**src/hdl/tbps_pkg.sv**
```systemverilog
// ----------------------------------------------------------------------------
// tbps_pkg
// Shared types and constants for the token bucket packet slot scheduler.
// ----------------------------------------------------------------------------
package tbps_pkg;

  localparam int unsigned MAX_STREAMS_DEF = 4;
  localparam int unsigned NUM_RATES       = 4;

  localparam int unsigned COUNT_W   = 3;
  localparam int unsigned RATE_W    = 23;
  localparam int unsigned FRAME_W   = 13;
  localparam int unsigned PAYLOAD_W = 10;
  localparam int unsigned SLOT_W    = 11;
  localparam int unsigned NEED_W    = 20;
  localparam int unsigned BUCKET_W  = 32;
  localparam int unsigned PTR_W     = 3;
  localparam int unsigned ID_W      = 2;
  localparam int unsigned MASK_W    = 4;
  localparam int unsigned CFG_IDX_W = 3;
  localparam int unsigned CFG_DAT_W = 23;

  localparam logic [SLOT_W-1:0] HEADER_BYTES = 11'd3;

  typedef enum logic [CFG_IDX_W-1:0] {
    CFG_COUNT   = 3'd0,
    CFG_RATE_0  = 3'd1,
    CFG_RATE_1  = 3'd2,
    CFG_RATE_2  = 3'd3,
    CFG_RATE_3  = 3'd4,
    CFG_FRAME   = 3'd5,
    CFG_PAYLOAD = 3'd6
  } cfg_reg_e;

  typedef enum logic {
    ACT_FRAME = 1'b0,
    ACT_SLOT  = 1'b1
  } action_e;

  typedef enum logic [1:0] {
    KIND_FRAME = 2'd0,
    KIND_GRANT = 2'd1,
    KIND_DUMMY = 2'd2,
    KIND_NONE  = 2'd3
  } kind_e;

  typedef enum logic [2:0] {
    S_IDLE,
    S_CREDIT,
    S_DIV,
    S_SCAN,
    S_DONE
  } state_e;

  typedef enum logic {
    OP_ADD = 1'b0,
    OP_SUB = 1'b1
  } bucket_op_e;

  typedef struct packed {
    logic            en;
    bucket_op_e      op;
    logic [ID_W-1:0] idx;
  } bucket_cmd_t;

endpackage

```
**src/hdl/tbps_div.sv**
```systemverilog
// ----------------------------------------------------------------------------
// tbps_div
// Restoring divider, one quotient bit per cycle: frame length by slot size.
// ----------------------------------------------------------------------------
module tbps_div (
  input  logic                             clk_i,
  input  logic                             rst_ni,
  input  logic                             start_i,
  input  logic [tbps_pkg::FRAME_W-1:0]     dividend_i,
  input  logic [tbps_pkg::SLOT_W-1:0]      divisor_i,
  output logic                             busy_o,
  output logic [tbps_pkg::FRAME_W-1:0]     quot_o,
  output logic [tbps_pkg::FRAME_W-1:0]     rem_o
);

  localparam int unsigned CntW = $clog2(tbps_pkg::FRAME_W);

  logic                         busy_q;
  logic [CntW-1:0]              cnt_q;
  logic [tbps_pkg::FRAME_W-1:0] quo_q;
  logic [tbps_pkg::FRAME_W-1:0] rem_q;
  logic [tbps_pkg::SLOT_W-1:0]  dsor_q;

  logic [tbps_pkg::FRAME_W:0]   trial;
  logic [tbps_pkg::FRAME_W:0]   diff;
  logic                         fits;

  assign trial = {rem_q, quo_q[tbps_pkg::FRAME_W-1]};
  assign diff  = trial - (tbps_pkg::FRAME_W+1)'(dsor_q);
  assign fits  = trial >= (tbps_pkg::FRAME_W+1)'(dsor_q);

  always_ff @(posedge clk_i or negedge rst_ni) begin
    if (!rst_ni) begin
      busy_q <= 1'b0;
      cnt_q  <= '0;
      quo_q  <= '0;
      rem_q  <= '0;
      dsor_q <= '0;
    end else if (start_i) begin
      busy_q <= 1'b1;
      cnt_q  <= CntW'(tbps_pkg::FRAME_W - 1);
      quo_q  <= dividend_i;
      rem_q  <= '0;
      dsor_q <= divisor_i;
    end else if (busy_q) begin
      // remainder stays below the divisor, so the low bits always suffice
      rem_q <= fits ? diff[tbps_pkg::FRAME_W-1:0] : trial[tbps_pkg::FRAME_W-1:0];
      quo_q <= {quo_q[tbps_pkg::FRAME_W-2:0], fits};
      cnt_q <= cnt_q - 1'b1;
      if (cnt_q == '0) begin
        busy_q <= 1'b0;
      end
    end
  end

  assign busy_o = busy_q;
  assign quot_o = quo_q;
  assign rem_o  = rem_q;

endmodule

```
**src/hdl/tbps_bucket.sv**
```systemverilog
// ----------------------------------------------------------------------------
// tbps_bucket
// Credit bucket store with one shared add/subtract unit: saturating credit
// add on frame start, compare and debit on slot scan.
// ----------------------------------------------------------------------------
module tbps_bucket #(
  parameter int unsigned MaxStreams = tbps_pkg::MAX_STREAMS_DEF
) (
  input  logic                                                     clk_i,
  input  logic                                                     rst_ni,
  input  tbps_pkg::bucket_cmd_t                                    cmd_i,
  input  logic [tbps_pkg::NUM_RATES-1:0][tbps_pkg::RATE_W-1:0]     rate_i,
  input  logic [tbps_pkg::NEED_W-1:0]                              need_i,
  output logic                                                     ge_o
);

  localparam int unsigned IdxW = (MaxStreams > 1) ? $clog2(MaxStreams) : 1;
  localparam int unsigned BW   = tbps_pkg::BUCKET_W;

  logic [BW-1:0] bucket_q [MaxStreams];

  logic          is_sub;
  logic [BW-1:0] cur;
  logic [BW-1:0] operand;
  logic [BW:0]   res;
  logic          carry;

  assign is_sub  = (cmd_i.op == tbps_pkg::OP_SUB);
  assign cur     = bucket_q[cmd_i.idx[IdxW-1:0]];
  assign operand = is_sub ? BW'(need_i) : BW'(rate_i[cmd_i.idx]);
  // one adder: subtraction by inverted operand and carry in
  assign res     = {1'b0, cur} + {1'b0, (is_sub ? ~operand : operand)} + (BW+1)'(is_sub);
  assign carry   = res[BW];
  assign ge_o    = carry;

  always_ff @(posedge clk_i or negedge rst_ni) begin
    if (!rst_ni) begin
      for (int i = 0; i < MaxStreams; i++) begin
        bucket_q[i] <= '0;
      end
    end else if (cmd_i.en) begin
      if (!is_sub) begin
        bucket_q[cmd_i.idx[IdxW-1:0]] <= carry ? '1 : res[BW-1:0];
      end else if (carry) begin
        bucket_q[cmd_i.idx[IdxW-1:0]] <= res[BW-1:0];
      end
    end
  end

endmodule

```
**src/hdl/token_bucket_packet_slot_scheduler.sv**
```systemverilog
// ----------------------------------------------------------------------------
// token_bucket_packet_slot_scheduler
// Fills the packet slots of a frame from up to four streams by credit buckets.
// ----------------------------------------------------------------------------
// One transaction at a time; the input is held off until the result has moved
// into the output register. A frame start runs the bit-serial divider that
// splits the frame into slots (one quotient bit per cycle); the per-stream
// credit adds run beside it on the shared bucket adder. A slot offer that
// scans examines the stream buckets (1 to MAX_STREAMS) in turn, one per cycle
// on that same adder, until one is granted; an offer with no slot left or in
// an exhausted frame returns its result without a scan. The next transaction
// is taken while a result still waits in the output register; a second
// finished result waits for the output to drain.
module token_bucket_packet_slot_scheduler #(
  parameter int unsigned MAX_STREAMS = tbps_pkg::MAX_STREAMS_DEF
) (
  input  logic                              clk_i,
  input  logic                              rst_ni,
  // configuration
  input  logic                              cfg_valid_i,
  output logic                              cfg_ready_o,
  input  logic [tbps_pkg::CFG_IDX_W-1:0]    cfg_index_i,
  input  logic [tbps_pkg::CFG_DAT_W-1:0]    cfg_data_i,
  // input channel
  input  logic                              in_valid_i,
  output logic                              in_stall_o,
  input  logic                              action_i,
  input  logic [tbps_pkg::MASK_W-1:0]       ready_mask_i,
  // output channel
  output logic                              out_valid_o,
  input  logic                              out_stall_i,
  output logic [1:0]                        kind_o,
  output logic [tbps_pkg::ID_W-1:0]         stream_id_o,
  output logic [tbps_pkg::FRAME_W-1:0]      slots_left_o,
  output logic [tbps_pkg::FRAME_W-1:0]      pad_bytes_o
);

  localparam int unsigned CW = tbps_pkg::COUNT_W;
  localparam int unsigned FW = tbps_pkg::FRAME_W;
  localparam int unsigned IW = tbps_pkg::ID_W;

  tbps_pkg::state_e state_q, state_d;

  // configuration registers
  logic [CW-1:0]                                          count_q;
  logic [tbps_pkg::NUM_RATES-1:0][tbps_pkg::RATE_W-1:0]   rate_q;
  logic [FW-1:0]                                          frame_len_q;
  logic [tbps_pkg::PAYLOAD_W-1:0]                         payload_q;

  // scheduler state
  logic [tbps_pkg::PTR_W-1:0]  ptr_q;
  logic [FW-1:0]               slots_q;
  logic                        exh_q;
  logic [tbps_pkg::MASK_W-1:0] ready_q;
  logic [IW-1:0]               cnt_q;
  logic [IW-1:0]               pcur_q;

  // pending result
  tbps_pkg::kind_e res_kind_q;
  logic [IW-1:0]   res_id_q;
  logic [FW-1:0]   res_left_q;
  logic [FW-1:0]   res_pad_q;

  // output register
  logic            out_valid_q;
  tbps_pkg::kind_e out_kind_q;
  logic [IW-1:0]   out_id_q;
  logic [FW-1:0]   out_left_q;
  logic [FW-1:0]   out_pad_q;

  logic [CW-1:0]                 n_use;
  logic [tbps_pkg::SLOT_W-1:0]   slot;
  logic [tbps_pkg::NEED_W-1:0]   need;
  logic [IW-1:0]                 ptr_wrap;
  logic [CW-1:0]                 ptr_inc;
  logic [IW-1:0]                 frame_ptr;
  logic [CW-1:0]                 pcur_inc;
  logic [IW-1:0]                 pnext;
  logic [IW-1:0]                 dummy_id;
  logic                          last_step;
  logic                          grant;
  logic                          out_free;
  logic                          in_accept;
  logic                          div_start;
  logic                          div_busy;
  logic [FW-1:0]                 div_quot;
  logic [FW-1:0]                 div_rem;
  logic                          bucket_ge;
  tbps_pkg::bucket_cmd_t         bucket_cmd;

  // a count of zero acts as one, above the stream limit as the limit
  always_comb begin
    if (count_q == '0) begin
      n_use = CW'(1);
    end else if (count_q > CW'(MAX_STREAMS)) begin
      n_use = CW'(MAX_STREAMS);
    end else begin
      n_use = count_q;
    end
  end

  assign slot = tbps_pkg::SLOT_W'(payload_q) + tbps_pkg::HEADER_BYTES;
  // 800 credits per slot byte: 512 + 256 + 32
  assign need = (tbps_pkg::NEED_W'(slot) << 9) + (tbps_pkg::NEED_W'(slot) << 8)
              + (tbps_pkg::NEED_W'(slot) << 5);

  assign ptr_wrap  = (ptr_q >= n_use) ? '0 : ptr_q[IW-1:0];
  assign ptr_inc   = CW'(ptr_wrap) + CW'(1);
  assign frame_ptr = (ptr_inc >= n_use) ? '0 : ptr_inc[IW-1:0];
  assign pcur_inc  = CW'(pcur_q) + CW'(1);
  assign pnext     = (pcur_inc >= n_use) ? '0 : pcur_inc[IW-1:0];
  assign dummy_id  = (n_use >= CW'(3)) ? IW'(3) : n_use[IW-1:0];
  assign last_step = (CW'(cnt_q) == (n_use - CW'(1)));
  assign grant     = ready_q[pcur_q] & bucket_ge;
  assign out_free  = !out_valid_q || !out_stall_i;
  assign in_accept = in_valid_i && (state_q == tbps_pkg::S_IDLE);
  assign div_start = in_accept && (action_i == tbps_pkg::ACT_FRAME);

  tbps_div u_div (
    .clk_i      (clk_i),
    .rst_ni     (rst_ni),
    .start_i    (div_start),
    .dividend_i (frame_len_q),
    .divisor_i  (slot),
    .busy_o     (div_busy),
    .quot_o     (div_quot),
    .rem_o      (div_rem)
  );

  tbps_bucket #(
    .MaxStreams (MAX_STREAMS)
  ) u_bucket (
    .clk_i  (clk_i),
    .rst_ni (rst_ni),
    .cmd_i  (bucket_cmd),
    .rate_i (rate_q),
    .need_i (need),
    .ge_o   (bucket_ge)
  );

  always_ff @(posedge clk_i or negedge rst_ni) begin
    if (!rst_ni) begin
      state_q <= tbps_pkg::S_IDLE;
    end else begin
      state_q <= state_d;
    end
  end

  always_comb begin
    state_d        = state_q;
    bucket_cmd.en  = 1'b0;
    bucket_cmd.op  = tbps_pkg::OP_ADD;
    bucket_cmd.idx = cnt_q;
    case (state_q)
      tbps_pkg::S_IDLE: begin
        if (in_accept) begin
          if (action_i == tbps_pkg::ACT_FRAME) begin
            state_d = tbps_pkg::S_CREDIT;
          end else if (slots_q == '0 || exh_q) begin
            state_d = tbps_pkg::S_DONE;
          end else begin
            state_d = tbps_pkg::S_SCAN;
          end
        end
      end
      tbps_pkg::S_CREDIT: begin
        bucket_cmd.en = 1'b1;
        if (last_step) begin
          state_d = tbps_pkg::S_DIV;
        end
      end
      tbps_pkg::S_DIV: begin
        if (!div_busy) begin
          state_d = tbps_pkg::S_DONE;
        end
      end
      tbps_pkg::S_SCAN: begin
        // debit only lands when the stream is ready and the bucket covers it
        bucket_cmd.en  = ready_q[pcur_q];
        bucket_cmd.op  = tbps_pkg::OP_SUB;
        bucket_cmd.idx = pcur_q;
        if (grant || last_step) begin
          state_d = tbps_pkg::S_DONE;
        end
      end
      tbps_pkg::S_DONE: begin
        if (out_free) begin
          state_d = tbps_pkg::S_IDLE;
        end
      end
      default: begin
        state_d = tbps_pkg::S_IDLE;
      end
    endcase
  end

  // configuration writes
  always_ff @(posedge clk_i or negedge rst_ni) begin
    if (!rst_ni) begin
      count_q     <= CW'(1);
      rate_q      <= '0;
      frame_len_q <= '0;
      payload_q   <= tbps_pkg::PAYLOAD_W'(1);
    end else if (cfg_valid_i) begin
      case (tbps_pkg::cfg_reg_e'(cfg_index_i))
        tbps_pkg::CFG_COUNT:   count_q     <= cfg_data_i[CW-1:0];
        tbps_pkg::CFG_RATE_0:  rate_q[0]   <= cfg_data_i;
        tbps_pkg::CFG_RATE_1:  rate_q[1]   <= cfg_data_i;
        tbps_pkg::CFG_RATE_2:  rate_q[2]   <= cfg_data_i;
        tbps_pkg::CFG_RATE_3:  rate_q[3]   <= cfg_data_i;
        tbps_pkg::CFG_FRAME:   frame_len_q <= cfg_data_i[FW-1:0];
        tbps_pkg::CFG_PAYLOAD: payload_q   <= cfg_data_i[tbps_pkg::PAYLOAD_W-1:0];
        default: begin
        end
      endcase
    end
  end

  // scheduler datapath
  always_ff @(posedge clk_i or negedge rst_ni) begin
    if (!rst_ni) begin
      ptr_q      <= '0;
      slots_q    <= '0;
      exh_q      <= 1'b0;
      ready_q    <= '0;
      cnt_q      <= '0;
      pcur_q     <= '0;
      res_kind_q <= tbps_pkg::KIND_FRAME;
      res_id_q   <= '0;
      res_left_q <= '0;
      res_pad_q  <= '0;
    end else begin
      case (state_q)
        tbps_pkg::S_IDLE: begin
          if (in_accept) begin
            ready_q <= ready_mask_i;
            cnt_q   <= '0;
            pcur_q  <= ptr_wrap;
            if (action_i == tbps_pkg::ACT_SLOT) begin
              if (slots_q == '0) begin
                res_kind_q <= tbps_pkg::KIND_NONE;
                res_id_q   <= '0;
                res_left_q <= '0;
                res_pad_q  <= '0;
              end else if (exh_q) begin
                res_kind_q <= tbps_pkg::KIND_DUMMY;
                res_id_q   <= dummy_id;
                res_left_q <= slots_q - FW'(1);
                res_pad_q  <= '0;
                slots_q    <= slots_q - FW'(1);
              end
            end
          end
        end
        tbps_pkg::S_CREDIT: begin
          cnt_q <= cnt_q + IW'(1);
        end
        tbps_pkg::S_DIV: begin
          if (!div_busy) begin
            slots_q    <= div_quot;
            exh_q      <= 1'b0;
            ptr_q      <= tbps_pkg::PTR_W'(frame_ptr);
            res_kind_q <= tbps_pkg::KIND_FRAME;
            res_id_q   <= '0;
            res_left_q <= div_quot;
            res_pad_q  <= div_rem;
          end
        end
        tbps_pkg::S_SCAN: begin
          if (grant) begin
            // pointer may land on the stream count; it wraps before next use
            ptr_q      <= pcur_inc;
            res_kind_q <= tbps_pkg::KIND_GRANT;
            res_id_q   <= pcur_q;
            res_left_q <= slots_q - FW'(1);
            res_pad_q  <= '0;
            slots_q    <= slots_q - FW'(1);
          end else if (last_step) begin
            exh_q      <= 1'b1;
            res_kind_q <= tbps_pkg::KIND_DUMMY;
            res_id_q   <= dummy_id;
            res_left_q <= slots_q - FW'(1);
            res_pad_q  <= '0;
            slots_q    <= slots_q - FW'(1);
          end else begin
            pcur_q <= pnext;
            cnt_q  <= cnt_q + IW'(1);
          end
        end
        default: begin
        end
      endcase
    end
  end

  // output register
  always_ff @(posedge clk_i or negedge rst_ni) begin
    if (!rst_ni) begin
      out_valid_q <= 1'b0;
      out_kind_q  <= tbps_pkg::KIND_FRAME;
      out_id_q    <= '0;
      out_left_q  <= '0;
      out_pad_q   <= '0;
    end else if (state_q == tbps_pkg::S_DONE && out_free) begin
      out_valid_q <= 1'b1;
      out_kind_q  <= res_kind_q;
      out_id_q    <= res_id_q;
      out_left_q  <= res_left_q;
      out_pad_q   <= res_pad_q;
    end else if (!out_stall_i) begin
      out_valid_q <= 1'b0;
    end
  end

  assign cfg_ready_o  = 1'b1;
  assign in_stall_o   = (state_q != tbps_pkg::S_IDLE);
  assign out_valid_o  = out_valid_q;
  assign kind_o       = out_kind_q;
  assign stream_id_o  = out_id_q;
  assign slots_left_o = out_left_q;
  assign pad_bytes_o  = out_pad_q;

  a_busy_after_accept : assert property (
    @(posedge clk_i) disable iff (!rst_ni)
    in_valid_i && !in_stall_o |=> in_stall_o
  ) else $error("scheduler took a transaction without going busy");

  a_scan_has_slot : assert property (
    @(posedge clk_i) disable iff (!rst_ni)
    state_q == tbps_pkg::S_SCAN |-> slots_q != '0 && !exh_q
  ) else $error("scan running with no slot left or in an exhausted frame");

  a_no_slot_result : assert property (
    @(posedge clk_i) disable iff (!rst_ni)
    out_valid_o && kind_o == tbps_pkg::KIND_NONE |-> slots_left_o == '0 && stream_id_o == '0
  ) else $error("no-slot result carries a slot count or an id");

  a_grant_in_range : assert property (
    @(posedge clk_i) disable iff (!rst_ni)
    out_valid_o && kind_o == tbps_pkg::KIND_GRANT |-> CW'(stream_id_o) < CW'(MAX_STREAMS)
  ) else $error("grant to a stream beyond the supported count");

endmodule
```
**config.mk**
```make
export PLATFORM = sky130hd
export DESIGN_NAME = token_bucket_packet_slot_scheduler
export DESIGN_NICKNAME = d
export VERILOG_FILES = /design/src/hdl/tbps_pkg.sv /design/src/hdl/tbps_div.sv /design/src/hdl/tbps_bucket.sv /design/src/hdl/token_bucket_packet_slot_scheduler.sv
export SDC_FILE = /design/constraint.sdc
export NUM_CORES = 1
export LEC_CHECK = 0
export BUFFER_PORTS_ARGS = -buffer_cell sky130_fd_sc_hd__buf_2
export CAP_MARGIN = 5
export CORE_AREA = 4 4 207 209
export DETAILED_ROUTE_END_ITERATION = 16
export DIE_AREA = 0 0 211 213
export PLACE_DENSITY = 0.75
export SLEW_MARGIN = 20
export SYNTH_ARGS = -nofsm -noshare
export SYNTH_HDL_FRONTEND = slang
export SYNTH_HIERARCHICAL = 1
export SYNTH_SLANG_ARGS = --single-unit
```
**constraint.sdc**
```tcl
create_clock -name clk_i -period 6.4 [get_ports clk_i]
set_input_delay 0.64 -clock clk_i [delete_from_list [all_inputs] [get_ports clk_i]]
set_output_delay 0.64 -clock clk_i [all_outputs]
set_load 0.02 [all_outputs]
```
# After elaboration in Yosys (flattened, before gate mapping)
# Cells that the tools add are included.
dict set report classes {
  n_addsub 12
  n_lt_le_gt_ge 10
  n_eq_ne 27
  mux 94
  bitwise 4
  n_reduce_logical 36
}
# operator n
set ops {}
lappend ops {{$mux 13} 22}
lappend ops {{$bwmux 128} 2}
lappend ops {{$mux 128} 2}
lappend ops {{$mux 32} 5}
lappend ops {{$pmux 13 s3} 3}
lappend ops {{$bmux 32 s2} 1}
lappend ops {{$demux 32 s2} 1}
lappend ops {{$bmux 23 s2} 1}
lappend ops {{$mux 2} 23}
lappend ops {{$mux 23} 2}
lappend ops {{$mux 3} 12}
lappend ops {{$add 32x32->33} 1}
lappend ops {{$add 33x1->33} 1}
lappend ops {{$not 32->32} 1}
lappend ops {{$ne 2x2->1 const B} 13}
lappend ops {{$add 20x16->20} 1}
lappend ops {{$add 20x19->20} 1}
lappend ops {{$pmux 2 s3} 3}
lappend ops {{$reduce_and 2->1} 9}
lappend ops {{$pmux 3 s5} 1}
lappend ops {{$ge 14x11->1} 1}
lappend ops {{$logic_not 13->1} 1}
lappend ops {{$sub 13x1->13 const B} 1}
lappend ops {{$sub 13x11->13} 1}
lappend ops {{other kinds (39)} 74}
dict set report word_totals {
  register_bits 377
}

# Logic depth before layout (Yosys ltp)
# Gate-level depths: netlist of run 1.
dict set report logic_depth {
  ltp_word 13
  depth_mapped 28
  mapped_depth_nobuf 27
}

# Cells and area by module
# The synthesis of run 1 kept the hierarchy.
# module instances cells_each area_each_um2
set modules_own_cells {}
lappend modules_own_cells {token_bucket_packet_slot_scheduler 1 804 9710.6}
lappend modules_own_cells {tbps_bucket 1 833 8112.8}
lappend modules_own_cells {tbps_div 1 271 2501.1}

# Worst setup path before layout of run 1
# OpenSTA, ideal clock, no wires.
dict set report synth_timing {
  path_kind {reg-to-reg}
  start {register state_q[2]}
  end {register res_id_q[0]}
  setup_time_ps 125
  t_arrival_ps 6407
  setup_slack_ps -132
  path_stages_with_launch 25
  path_buffers 6
  period_less_slack_ps 6532
  path_cell_list {dfrtp_1 -> clkbuf_1 -> nor2b_1 -> nand2_1 -> inv_1 -> clkbuf_1 -> nand2_1 -> o21ai_0 -> clkbuf_1 -> buf_1 -> buf_1 -> mux4_2 -> ha_1 -> a211oi_1 -> o21a_1 -> a211oi_4 -> o211ai_4 -> o211ai_1 -> nand2_1 -> o22ai_1 -> o21ai_1 -> a21oi_4 -> nand2_2 -> buf_6 -> mux2_4}
}
# item line
set synth_lines {}
lappend synth_lines {{start: declaration} token_bucket_packet_slot_scheduler.sv:42} ;# tbps_pkg::state_e state_q, state_d;
lappend synth_lines {{start signal: assignment} token_bucket_packet_slot_scheduler.sv:143} ;# state_q <= tbps_pkg::S_IDLE;
lappend synth_lines {{start signal: assignment} token_bucket_packet_slot_scheduler.sv:145} ;# state_q <= state_d;
lappend synth_lines {{end signal: assignment} token_bucket_packet_slot_scheduler.sv:247} ;# res_id_q <= dummy_id;
lappend synth_lines {{end signal: assignment} token_bucket_packet_slot_scheduler.sv:274} ;# res_id_q <= pcur_q;
lappend synth_lines {{end signal: assignment} token_bucket_packet_slot_scheduler.sv:281} ;# res_id_q <= dummy_id;
lappend synth_lines {{end: declaration} token_bucket_packet_slot_scheduler.sv:60} ;# logic [IW-1:0] res_id_q;

# Worst setup path after layout of run 1
dict set report layout_timing {
  start {register payload_q[0] in the netlist's numbering}
  end {register res_pad_q[2]}
}
dict set report layout_via {
  elab_chain_cells 11
}
# item line
set layout_lines {}
lappend layout_lines {{start: declaration} token_bucket_packet_slot_scheduler.sv:48} ;# logic [tbps_pkg::PAYLOAD_W-1:0] payload_q;
lappend layout_lines {{start signal: assignment} token_bucket_packet_slot_scheduler.sv:203} ;# payload_q <= tbps_pkg::PAYLOAD_W'(1);
lappend layout_lines {{start signal: assignment} token_bucket_packet_slot_scheduler.sv:212} ;# tbps_pkg::CFG_PAYLOAD: payload_q <= cfg_data_i[tbps_pkg::PAYLOAD_W-1:0];
lappend layout_lines {{$add 10x2->11 *} token_bucket_packet_slot_scheduler.sv:102} ;# assign slot = tbps_pkg::SLOT_W'(payload_q) + tbps_pkg::HEADER_BYTES;
lappend layout_lines {{named net slot, one bit} token_bucket_packet_slot_scheduler.sv:72} ;# logic [tbps_pkg::SLOT_W-1:0] slot;
lappend layout_lines {{$add 20x19->20} token_bucket_packet_slot_scheduler.sv:104} ;# assign need = (tbps_pkg::NEED_W'(slot) << 9) + (tbps_pkg::NEED_W'(slot) << 8)
lappend layout_lines {{$add 20x16->20 *} token_bucket_packet_slot_scheduler.sv:105} ;# + (tbps_pkg::NEED_W'(slot) << 5);
lappend layout_lines {{named net need, one bit} token_bucket_packet_slot_scheduler.sv:73} ;# logic [tbps_pkg::NEED_W-1:0] need;
lappend layout_lines {{$mux 23 *} tbps_bucket.sv:30} ;# assign operand = is_sub ? BW'(need_i) : BW'(rate_i[cmd_i.idx]);
lappend layout_lines {{$not 32->32} tbps_bucket.sv:32} ;# assign res = {1'b0, cur} + {1'b0, (is_sub ? ~operand : operand)} + (BW+1)'(is_sub);
lappend layout_lines {{$mux 32 *} tbps_bucket.sv:32}
lappend layout_lines {{$add 32x32->33 *} tbps_bucket.sv:32}
lappend layout_lines {{$add 33x1->33 *} tbps_bucket.sv:32}
lappend layout_lines {{named net bucket_ge} token_bucket_packet_slot_scheduler.sv:88} ;# logic bucket_ge;
lappend layout_lines {{$and 1x1->1 *} token_bucket_packet_slot_scheduler.sv:114} ;# assign grant = ready_q[pcur_q] & bucket_ge;
lappend layout_lines {{$ne 3x3->1 (no line) / $mux 13 (equally long branches)} --}
lappend layout_lines {{$reduce_and 6->1 (no line) / $pmux 13 s3 (equally long branches)} --}
lappend layout_lines {{end signal: assignment} token_bucket_packet_slot_scheduler.sv:266} ;# res_pad_q <= div_rem;
lappend layout_lines {{end: declaration} token_bucket_packet_slot_scheduler.sv:62} ;# logic [FW-1:0] res_pad_q;
# Mark *: on every way through the listed nets, which the timed path passes. The rest lies on a longest branch.
# A chain may end at the register's enable or synchronous reset.

==> flow_metrics.py, run 1 <==
metrics = {
    "routing": {
        "wl_per_cell_um": 19.0,
        "routed_wirelength_um": 49500,
        "routed_via_density": 5.92,
        "drt_iter0_drc": 1247,
        "drtPass1Iterations": 5,
        "ant_nets": 0,
        "drc": 0,
        "vias": 15400,
    },
    "sta": {
        "rsz0062_at_grt": "true",
        "min_period_over_period_pct": 99.3,
        "setup_violations": 0,
        "slew_headroom_pct": 35.8,
        "fmax_mhz": 157,
        "fin_setup_tns_ps": 0,
        "skew_ps": 19.6,
        "period_minus_slack_ps": 6360,
        "maxSlewViolCount": 0,
        "worst_pin_slew_ps": 960,
        "hold_viol_final": 0,
    },
    "logic_synthesis": {
        "synth-compound-area-share_pct": 14.4,
        "yosys.area_share.xor_xnor_pct": 2.80,
        "synth_ff_type": "dfrtp_1",
        "seq_area_frac_synth_pct": 46.4,
        "syn_area_um2": 20300,
        "synth_top_family_by_area": "multiplexers",
        "ys_async_sr_fraction_pct": 100,
        "ys_types": 93,
        "ys_ff_latch": 377,
        "synthAdderAreaFrac_pct": 5.16,
        "avgSynthCellArea_um2": 10.7,
        "netlist_instances": 1908,
        "yosys_warnings": 6,
        "synth_edf_count": 0,
        "synth_mux_area_share_pct": 16.1,
        "yosys.area_share.simple_pct": 11.7,
    },
    "finish": {
        "nNetsFinal": 2153,
        "multi_input_area_um2": 10500,
        "regArea_um2": 9440,
        "drive_gt1_share_pct": 25.5,
        "syn_to_final_growth_pct": 16.8,
        "nFillCells": 3248,
    },
    "job": {
        "drv_cap": 0,
    },
    "floorplanning": {
        "core_um2": 40800,
        "ios": 69,
        "initial_core_util_pct": 49.8,
        "fp-row-count": 74,
        "die-area_um2": 44900,
        "dieHeight_um": 213,
        "fp.dieW_um": 211,
    },
    "grt": {
        "grt_start_max_net_pins": 107,
        "first_global_vias": 15200,
        "overflow": 0,
        "antenna_found_initial": 1,
        "grt_usage_pct": 21.9,
        "grt_pass1_wl_um": 80500,
    },
    "placed_design": {
        "io_buffer_count": 67,
        "routabilityCongestion": 0.923,
        "dp_hpwl_um": 33400,
    },
    "worst_hold_path": {
        "hp-class": "input pin to asynchronous set/reset pin",
    },
    "critical_path": {
        "rr_startpoint": "payload_q[0]$_DFFE_PN1P_",
        "ff2ff_path_depth": 25,
        "rr_endpoint": "res_pad_q[2]$_DFFE_PN0P_",
        "crit_type": "flop to flop",
        "crit_path_end_kind": "flop",
        "crit_arrival_ps": 6840,
        "crit_fanout": 6,
        "crit_required_ps": 6890,
        "cp-start-kind": "flop",
        "ff2ff_setup_slack_ps": 40,
    },
    "clock_tree": {
        "clock_latency_ps": 570,
        "cts_tree": "yes",
        "clk_pin_slew_ps": 60,
        "ctsRootBufferMaster": "clkbuf_16",
        "cts.sinks": 377,
        "htreeDepth": 2,
        "numCtsBuffers": 41,
        "cts_buffer_depth": 3,
    },
    "run_status": {
        "status": "completed",
    },
}
## placed cells by master, fill, tap and decap left out, types with 35 or more instances in the layout
cell | Yosys | routed
nand2_1 | 176 | 175
a21o_1 | 36 | 36
clkbuf_16 | 0 | 45
a21oi_1 | 140 | 138
mux2i_1 | 38 | 37
buf_4 | 2 | 92
inv_1 | 67 | 63
xnor2_1 | 48 | 44
buf_2 | 25 | 66
nor2_1 | 206 | 202
mux2_2 | 144 | 141
o21ai_0 | 103 | 99
ha_1 | 71 | 69
a31oi_1 | 35 | 35
dfrtp_1 | 375 | 374
mux4_2 | 53 | 53
## critical path, stage by stage (launching register included)
cell       delay [ps]
dfstp_2           580
nor2_1             90
nor3b_2           260
xor2_2            220
fa_1              460
fa_2              400
a21oi_2           170
nor2b_1            70
o31a_1            250
or4_4             420
a2111o_1          470
o311ai_4          110
o21ai_2           110
ha_1              300
and3_4            180
and2_4            170
a221oi_4          310
a2bb2oi_2         190
o211ai_1          260
nand2_1           230
o22ai_4           110
o21ai_2           200
a21oi_4           110
nand2_2           210
clkbuf_16         190
mux2i_1           200
## final cells by class
class                           instances  share of cell area, %
Sequential cell                       377                   39.7
Inverter                               68                   1.07
Timing Repair Buffer                  181                   6.00
Clock buffer                           61                   5.28
Tap cell                              532                   2.80
Antenna cell                            1                 0.0105
Multi-Input combinational cell       1369                   44.3
Clock inverter                         13                  0.838
## worst max-delay path by stage
stage | cells past startpoint | slack (ps) | endpoint | start
final | 25 | 40 | res_pad_q[2]$_DFFE_PN0P_ | payload_q[0]$_DFFE_PN1P_
after floorplan | 25 | 10 | res_id_q[0]$_DFFE_PN0P_ | payload_q[0]$_DFFE_PN1P_
after detailed placement | 25 | -300 | slots_q[9]$_DFFE_PN0P_ | payload_q[0]$_DFFE_PN1P_
after global routing | 27 | -180 | res_pad_q[2]$_DFFE_PN0P_ | payload_q[0]$_DFFE_PN1P_
after global placement | 25 | -160 | slots_q[9]$_DFFE_PN0P_ | payload_q[0]$_DFFE_PN1P_
after CTS | 29 | 0.2 | res_left_q[8]$_DFFE_PN0P_ | payload_q[0]$_DFFE_PN1P_
## stage by stage
step                setup slack (ps)  area, µm²  std cells  hold WS (ps)  utilization [%]
CTS                            0.207      23400       2586           148             57.4
detailed placement              -305      21900       2504           466             53.5
global route                    -179      23700       2601           158             58.2
floorplan                       11.3      20400       1912           344                -
global placement                -155      21900       2504           457             53.5
finish                          45.0      23700       2602          97.3             58.2
## per-layer routing
layer  track usage (%)  part of all wire [%]
met5                 0                 0.028
met4              5.41                   2.3
met3              4.17                   5.8
met2              36.7                    49
met1              29.7                    43
## flip-flops by register name, indices dropped and copies added (netlist names), 4 cells and up
name and count:
slots_left_o 13, u_div/cnt_q 4, slots_q 13, rate_q 92, u_bucket/bucket_q 128, res_left_q 13, ready_q 4, u_div/dsor_q 11
res_pad_q 13, u_div/rem_o 13, payload_q 10, frame_len_q 13, u_div/quot_o 13, pad_bytes_o 13
## Yosys cell counts, types with 4 or more instances
| cell type | number | area, µm² |
|---|---|---|
| a21oi_1 | 140 | 701 |
| o22ai_1 | 5 | 31.3 |
| ha_1 | 71 | 888 |
| a21o_1 | 36 | 270 |
| o21bai_1 | 6 | 45.0 |
| mux2_2 | 144 | 1620 |
| a211oi_2 | 4 | 50.1 |
| nor2_1 | 206 | 773 |
| buf_1 | 10 | 37.5 |
| nand2b_1 | 16 | 100 |
| nor2b_1 | 14 | 87.6 |
| o21a_1 | 15 | 113 |
| mux2i_1 | 38 | 380 |
| nand4_1 | 15 | 93.8 |
| o22a_1 | 11 | 96.3 |
| o21ai_0 | 103 | 515 |
| o31a_1 | 4 | 35.0 |
| or2_2 | 4 | 25.0 |
| fa_1 | 8 | 160 |
| xor2_1 | 17 | 149 |
| o31ai_1 | 6 | 45.0 |
| buf_2 | 25 | 125 |
| inv_1 | 67 | 251 |
| nand4b_1 | 4 | 35.0 |
| or3_1 | 5 | 31.3 |
| nand3b_1 | 4 | 30.0 |
| and3_1 | 5 | 31.3 |
| buf_6 | 4 | 45.0 |
| o21ai_1 | 16 | 80.1 |
| nand3_1 | 14 | 70.1 |
| and2_1 | 7 | 43.8 |
| nor4_1 | 6 | 37.5 |
| xnor2_1 | 48 | 420 |
| o211ai_1 | 4 | 30.0 |
| nor3b_1 | 6 | 45.0 |
| a211oi_1 | 13 | 97.6 |
| a22o_1 | 10 | 87.6 |
| a31oi_1 | 35 | 219 |
| a311oi_1 | 5 | 43.8 |
| dfrtp_1 | 375 | 9380 |
| mux4_2 | 53 | 1190 |
| clkbuf_1 | 59 | 221 |
| nor3_1 | 18 | 90.1 |
| nand2_1 | 176 | 661 |
## cell families (layout without fill, tap and decap cells)
logic type / Yosys count / after routing
other: 2 / 7
muxes: 240 / 240
and+or+nand+nor: 523 / 524
AOI/OAI and AO/OA: 454 / 455
DFF: 377 / 377
adders and majority gates: 79 / 79
buffers and inverters: 168 / 323
xor gates and xnor gates: 65 / 65
## timing repair
item | in CTS | in global routing
setup endpoints to repair | 62 | 168
resized for setup | 11 | 38
pin swaps | 9 | 25
hold buffers | 0 | 0
buffers inserted | 8 | 17
gates cloned | 0 | 5
Power of run 1 is left out: the tool's default activity adds up to more than one toggle a clock period on the data nets, which glitch-free logic cannot reach.
==> run 2: changes to the inputs <==
BUFFER_PORTS_ARGS = -buffer_cell sky130_fd_sc_hd__buf_4   (was -buffer_cell sky130_fd_sc_hd__buf_2)
==> run 2 against run 1 <==
Count of clock-buffer cells in the layout shrank 11. Utilization shrank 0.27 points. Sequential share of layout area rose by 0.19 points. Register-to-register slack better by 70 ps. Non-clock buffer count fell by 6. Wire length shrank 3.1%. First-iteration DRC count fell by 2.1%. Critical path type unchanged. Critical endpoint unchanged.
==> flow_metrics.py, run 2 (synthesis gave the netlist of run 1 again) <==
metrics = {
    "finish": {
        "antenna_cells": 0,
        "syn_to_final_growth_pct": 16.3,
        "drive_gt1_share_pct": 24.7,
        "nFillCells": 3310,
        "largest_reg_flops": 128,
        "regMostFlops": "u_bucket/bucket_q",
        "mostFrequentLayoutCells": "dfrtp_1 (373), nor2_1 (202), nand2_1 (175)",
        "final_common_cell": "dfrtp_1",
        "nNetsFinal": 2145,
        "top_regs": "u_bucket/bucket_q x128, rate_q x92",
        "fin_cells": 2589,
    },
    "grt": {
        "overflow": 0,
        "grt_pass1_wl_um": 78300,
        "first_global_vias": 15100,
        "antenna_found_initial": 0,
        "grt_usage_pct": 21.2,
        "grt_start_max_net_pins": 148,
    },
    "critical_path": {
        "crit_type": "flop to flop",
        "crit_required_ps": 6880,
        "crit_arrival_ps": 6770,
        "cpPeakStageDelay_ps": 560,
        "cp_slowest_cell": "dfstp_2",
        "crit_path_end_kind": "flop",
        "cp-start-kind": "flop",
        "crit_fanout": 8,
    },
    "worst_hold_path": {
        "hp-class": "input pin to asynchronous set/reset pin",
    },
    "sta": {
        "min_period_over_period_pct": 98.2,
        "fin_ws_ps": 112,
        "setup_violations": 0,
        "slew_headroom_pct": 39.5,
        "maxSlewViolCount": 0,
        "skew_ps": 20.9,
        "period_minus_slack_ps": 6290,
        "hold_viol_final": 0,
        "fmax_mhz": 159,
        "holdWs_ps": 69.8,
        "worst_pin_slew_ps": 908,
        "rsz0062_at_grt": "true",
    },
    "clock_tree": {
        "cts_tree": "yes",
        "clock_latency_ps": 580,
        "cts_buffer_depth": 3,
        "numCtsBuffers": 40,
        "clk_pin_slew_ps": 60,
        "ctsRootBufferMaster": "clkbuf_16",
        "cts.sinks": 377,
        "htreeDepth": 2,
    },
    "routing": {
        "drtPass1Iterations": 5,
        "wl_per_cell_um": 18.5,
        "drc": 0,
        "routed_via_density": 5.83,
        "vias": 15100,
        "ant_nets": 0,
        "drt_iter0_drc": 1221,
        "routed_wirelength_um": 48000,
    },
    "placed_design": {
        "routabilityCongestion": 0.905,
        "dp_cells": 2504,
        "io_buffer_count": 67,
        "pre_cts_slack_ps": -264,
        "dp_hpwl_um": 32700,
    },
    "floorplanning": {
        "initial_core_util_pct": 49.8,
        "core_um2": 40800,
        "ios": 69,
        "die-area_um2": 44900,
        "fp.dieW_um": 211,
        "dieHeight_um": 213,
        "fp-row-count": 74,
    },
    "job": {
        "drv_cap": 0,
    },
    "run_status": {
        "status": "completed",
    },
}
==> run 2: layout make-up <==
| type | count | area, µm² | area share, % |
|---|---|---|---|
| sequential | 377 | 9440 | 39.9 |
| multi-input combinational | 1368 | 10400 | 44.2 |
| timing repair buffer | 175 | 1490 | 6.29 |
| tap | 532 | 666 | 2.82 |
| inverter | 68 | 255 | 1.08 |
| clock inverter | 19 | 268 | 1.13 |
| clock buffer | 50 | 1080 | 4.56 |
==> run 2: path summary, 6_finish.rpt <==
| path | startpoint | end | slack [ps] | depth (start not counted) |
|---|---|---|---|---|
| max | payload_q[0]$_DFFE_PN1P_ | res_pad_q[2]$_DFFE_PN0P_ | 110 | 28 |
| min | rst_ni | pad_bytes_o[10]$_DFFE_PN0P_ | 70 | 1 |
| max reg2reg | payload_q[0]$_DFFE_PN1P_ | res_pad_q[2]$_DFFE_PN0P_ | 110 | 28 |
| min reg2reg | frame_len_q[2]$_DFFE_PN0P_ | u_div/quot_o[2]$_DFFE_PN0P_ | 480 | 2 |
| max in group asynchronous | rst_ni | u_bucket/bucket_q[54]$_DFFE_PN0P_ | 4980 | 2 |
| min in group clk_i | out_stall_i | out_valid_o$_DFFE_PN0P_ | 300 | 2 |
==> run 2: worst max-delay path, delay by kind of cell, from the launching register on <==
kind	cells	cell delay [ps]
DFF	1	560
and+or+nand+nor	7	1410
xor gates and xnor gates	1	190
muxes	1	220
AOI/OAI and AO/OA	11	2190
buffers and inverters	4	370
adders and majority gates	4	1220
==> run 2: stage by stage <==
step | utilization [%] | instance area (µm²) | setup TNS (ps)
floorplan | - | 20400 | 0
global placement | 53.8 | 22000 | -1640
detailed placement | 53.8 | 22000 | -7030
CTS | 57.3 | 23400 | 0
global route | 57.9 | 23600 | -1970
finish | 57.9 | 23600 | 0
==> run 2: layer usage <==
metal	share of wire (%)	wire length (µm)	global-route usage, %
met1	44	21100	28.8
met2	49	23400	35.6
met3	4.8	2320	3.03
met4	2.5	1210	6.71
met5	0	0	0
==> run 2: what timing repair did <==
action	in CTS	in global routing
endpoints found under the setup margin	47	109
hold endpoints to repair	0	0
gates cloned	0	3
pin swaps	8	21
hold buffers	0	0
setup buffers	6	7
gates resized for setup	8	26
Power of run 2 is left out for the same reason.
==> run 3: changes to the inputs <==
GPL_TIMING_DRIVEN = 0   (was not set)
PLACE_DENSITY = 0.74   (was 0.75)
SYNTH_HIERARCHICAL = not set   (was 1)
TNS_END_PERCENT = 1   (was not set)
==> run 3 against run 2 <==
Non-clock buffer count is 40 higher. Cell area shrank 0.55%. Sequential share of layout area is 0.22 points higher. Global-route usage increased by 3.4 points. Register-to-register slack improved by 60 ps. Die area unchanged. Via count up 10%. Critical path depth is the same. First-iteration DRC count is 27% higher.
==> flow_metrics.py, run 3 <==
metrics = {
    "logic_synthesis": {
        "ys_types": 68,
        "seq_area_frac_synth_pct": 46.7,
        "synth_ff_type": "dfrtp_1",
        "synth_edf_count": 0,
        "synth_area_leader_cell": "dfrtp_1",
        "ys_ff_latch": 377,
        "ys_top_cells_by_count": "dfrtp_1 (375), nand2_1 (355), a21oi_1 (205), nor2_1 (205), mux2_2 (164)",
        "yosys_warnings": 0,
        "syn_nets": 2256,
        "ys_async_sr_fraction_pct": 100,
        "synth.most_common_cell": "dfrtp_1",
        "syn_area_um2": 20200,
        "netlist_instances": 2140,
        "yosys.area.top_type_share_pct": 46.5,
        "ys_top_cells_by_area": "dfrtp_1 (46%), mux2_2 (9.1%), nand2_1 (6.6%), a21oi_1 (5.1%), ha_1 (4.6%)",
        "avgSynthCellArea_um2": 9.44,
    },
    "clock_tree": {
        "clk_pin_slew_ps": 60,
        "ctsRootBufferMaster": "clkbuf_16",
        "cts.sinks": 377,
        "cts_tree": "yes",
        "clock_latency_ps": 580,
        "numCtsBuffers": 42,
        "cts_buffer_depth": 3,
        "hold_buffers": 0,
        "htreeDepth": 2,
    },
    "grt": {
        "grt_usage_pct": 24.6,
        "first_global_vias": 16400,
        "grt_pass1_wl_um": 88700,
        "overflow": 0,
        "grt_start_max_net_pins": 103,
        "antenna_found_initial": 0,
    },
    "sta": {
        "maxSlewViolCount": 0,
        "skew_ps": 18.9,
        "rsz0062_at_grt": "true",
        "fmax_mhz": 161,
        "hold_viol_final": 0,
        "setup_violations": 0,
        "worst_pin_slew_ps": 1050,
        "fin_ws_ps": 172,
        "min_period_over_period_pct": 97.3,
        "slew_headroom_pct": 29.2,
        "period_minus_slack_ps": 6230,
    },
    "critical_path": {
        "cpPeakStageDelay_ps": 600,
        "ff2ff_setup_slack_ps": 170,
        "ff2ff_path_depth": 28,
        "cp_num_buf_inv": 4,
        "rr_endpoint": "slots_q[8]$_DFFE_PN0P_",
        "crit_required_ps": 6910,
        "cp-start-kind": "flop",
        "crit_path_end_kind": "flop",
        "crit_type": "flop to flop",
        "crit_fanout": 10,
        "cp_slowest_cell": "dfstp_2",
        "crit_family": "compound AO/OA/AOI/OAI gates",
        "rr_startpoint": "payload_q[0]$_DFFE_PN1P_",
        "crit_arrival_ps": 6740,
    },
    "routing": {
        "drtPass1Iterations": 6,
        "drc": 0,
        "routed_via_density": 5.84,
        "drt_iter0_drc": 1556,
        "ant_nets": 0,
        "vias": 16600,
        "routed_wirelength_um": 55800,
        "wl_per_cell_um": 19.6,
    },
    "finish": {
        "final_common_cell": "dfrtp_1",
        "drive_gt1_share_pct": 19.4,
        "syn_to_final_growth_pct": 16.4,
        "antenna_cells": 0,
        "nNetsFinal": 2394,
        "mostFrequentLayoutCells": "dfrtp_1 (373), nand2_1 (354), nor2_1 (199)",
        "largest_reg_flops": 128,
        "regMostFlops": "u_bucket.bucket_q",
        "top_regs": "u_bucket.bucket_q x128, rate_q x92",
    },
    "run_status": {
        "status": "completed",
    },
    "placed_design": {
        "pre_cts_slack_ps": -1060,
        "dp_hpwl_um": 39600,
        "io_buffer_count": 67,
        "routabilityCongestion": 0.968,
    },
    "floorplanning": {
        "initial_core_util_pct": 49.5,
        "die-area_um2": 44900,
        "dieHeight_um": 213,
        "fp.dieW_um": 211,
        "ios": 69,
        "fp-row-count": 74,
        "core_um2": 40800,
    },
    "job": {
        "drv_cap": 0,
    },
    "worst_hold_path": {
        "hp-class": "input pin to asynchronous set/reset pin",
    },
}
==> run 3: cell types whose count changed in the layout (fill, tap and decap cells not counted), moves of 22 or more <==
cell      change
nand3_1      +49
nand2_1     +179
buf_4        -61
clkbuf_1     +66
clkbuf_2     +22
mux4_2       -50
a21oi_1      +58
and3_1       +35
==> run 3: cell families (layout without fill, tap and decap cells) <==
logic type | Yosys count | in the layout | synth area share [%]
DFF | 377 | 377 | 46.7
buffers and inverters | 179 | 350 | 3.72
adders and majority gates | 80 | 80 | 5.14
muxes | 191 | 191 | 10.7
xor gates and xnor gates | 70 | 70 | 3.04
other | 1 | 1 | 0.0186
AOI/OAI and AO/OA | 486 | 486 | 14.6
and+or+nand+nor | 756 | 756 | 16.1
==> run 3: worst max path at each step <==
| stage | startpoint | to | slack (ps) | cells past startpoint |
|---|---|---|---|---|
| after floorplan | payload_q[0]$_DFFE_PN1P_ | u_bucket.bucket_q[84]$_DFFE_PN0P_ | 430 | 27 |
| after CTS | payload_q[0]$_DFFE_PN1P_ | u_bucket.bucket_q[18]$_DFFE_PN0P_ | 6 | 29 |
| after detailed placement | payload_q[0]$_DFFE_PN1P_ | u_bucket.bucket_q[87]$_DFFE_PN0P_ | -1060 | 26 |
| after global placement | payload_q[0]$_DFFE_PN1P_ | u_bucket.bucket_q[80]$_DFFE_PN0P_ | -960 | 26 |
| after global routing | payload_q[0]$_DFFE_PN1P_ | u_bucket.bucket_q[0]$_DFFE_PN0P_ | -50 | 27 |
| final | payload_q[0]$_DFFE_PN1P_ | slots_q[8]$_DFFE_PN0P_ | 170 | 28 |
==> run 3: per-stage QoR <==
step | util, % | cell area, µm² | std cells | setup TNS, ps | hold WS [ps]
after detailed placement | 52.6 | 21500 | 2742 | -146520 | 463
after global placement | 52.3 | 21400 | 2739 | -133510 | 458
after CTS | 57.0 | 23300 | 2836 | 0 | 56.0
after floorplan | - | 20200 | 2140 | 0 | 344
final | 57.6 | 23500 | 2843 | 0 | 46.6
after global routing | 57.6 | 23500 | 2843 | -1370 | 77.9
==> run 3: metal layers <==
metal	up-vias	track usage, %	wire (µm)
li1	7700	-	-
met1	8198	32.8	23700
met2	588	41.0	26600
met3	120	3.53	3490
met4	0	9.34	2010
met5	-	0	0
==> run 3: cell type report <==
class | instances | area (µm²)
multi-input combinational | 1584 | 10300
inverter | 58 | 218
timing repair buffer | 95 | 788
buffer | 120 | 629
tap | 532 | 666
fill | 3444 | 17300
sequential | 377 | 9440
clock buffer | 60 | 1180
clock inverter | 17 | 255
==> run 3: what timing repair did <==
action | in CTS | in global routing
gates cloned | 0 | 0
resized for setup | 60 | 63
setup buffers | 17 | 8
setup endpoints to repair | 182 | 177
pin swaps | 14 | 11
Power of run 3 is left out for the same reason.
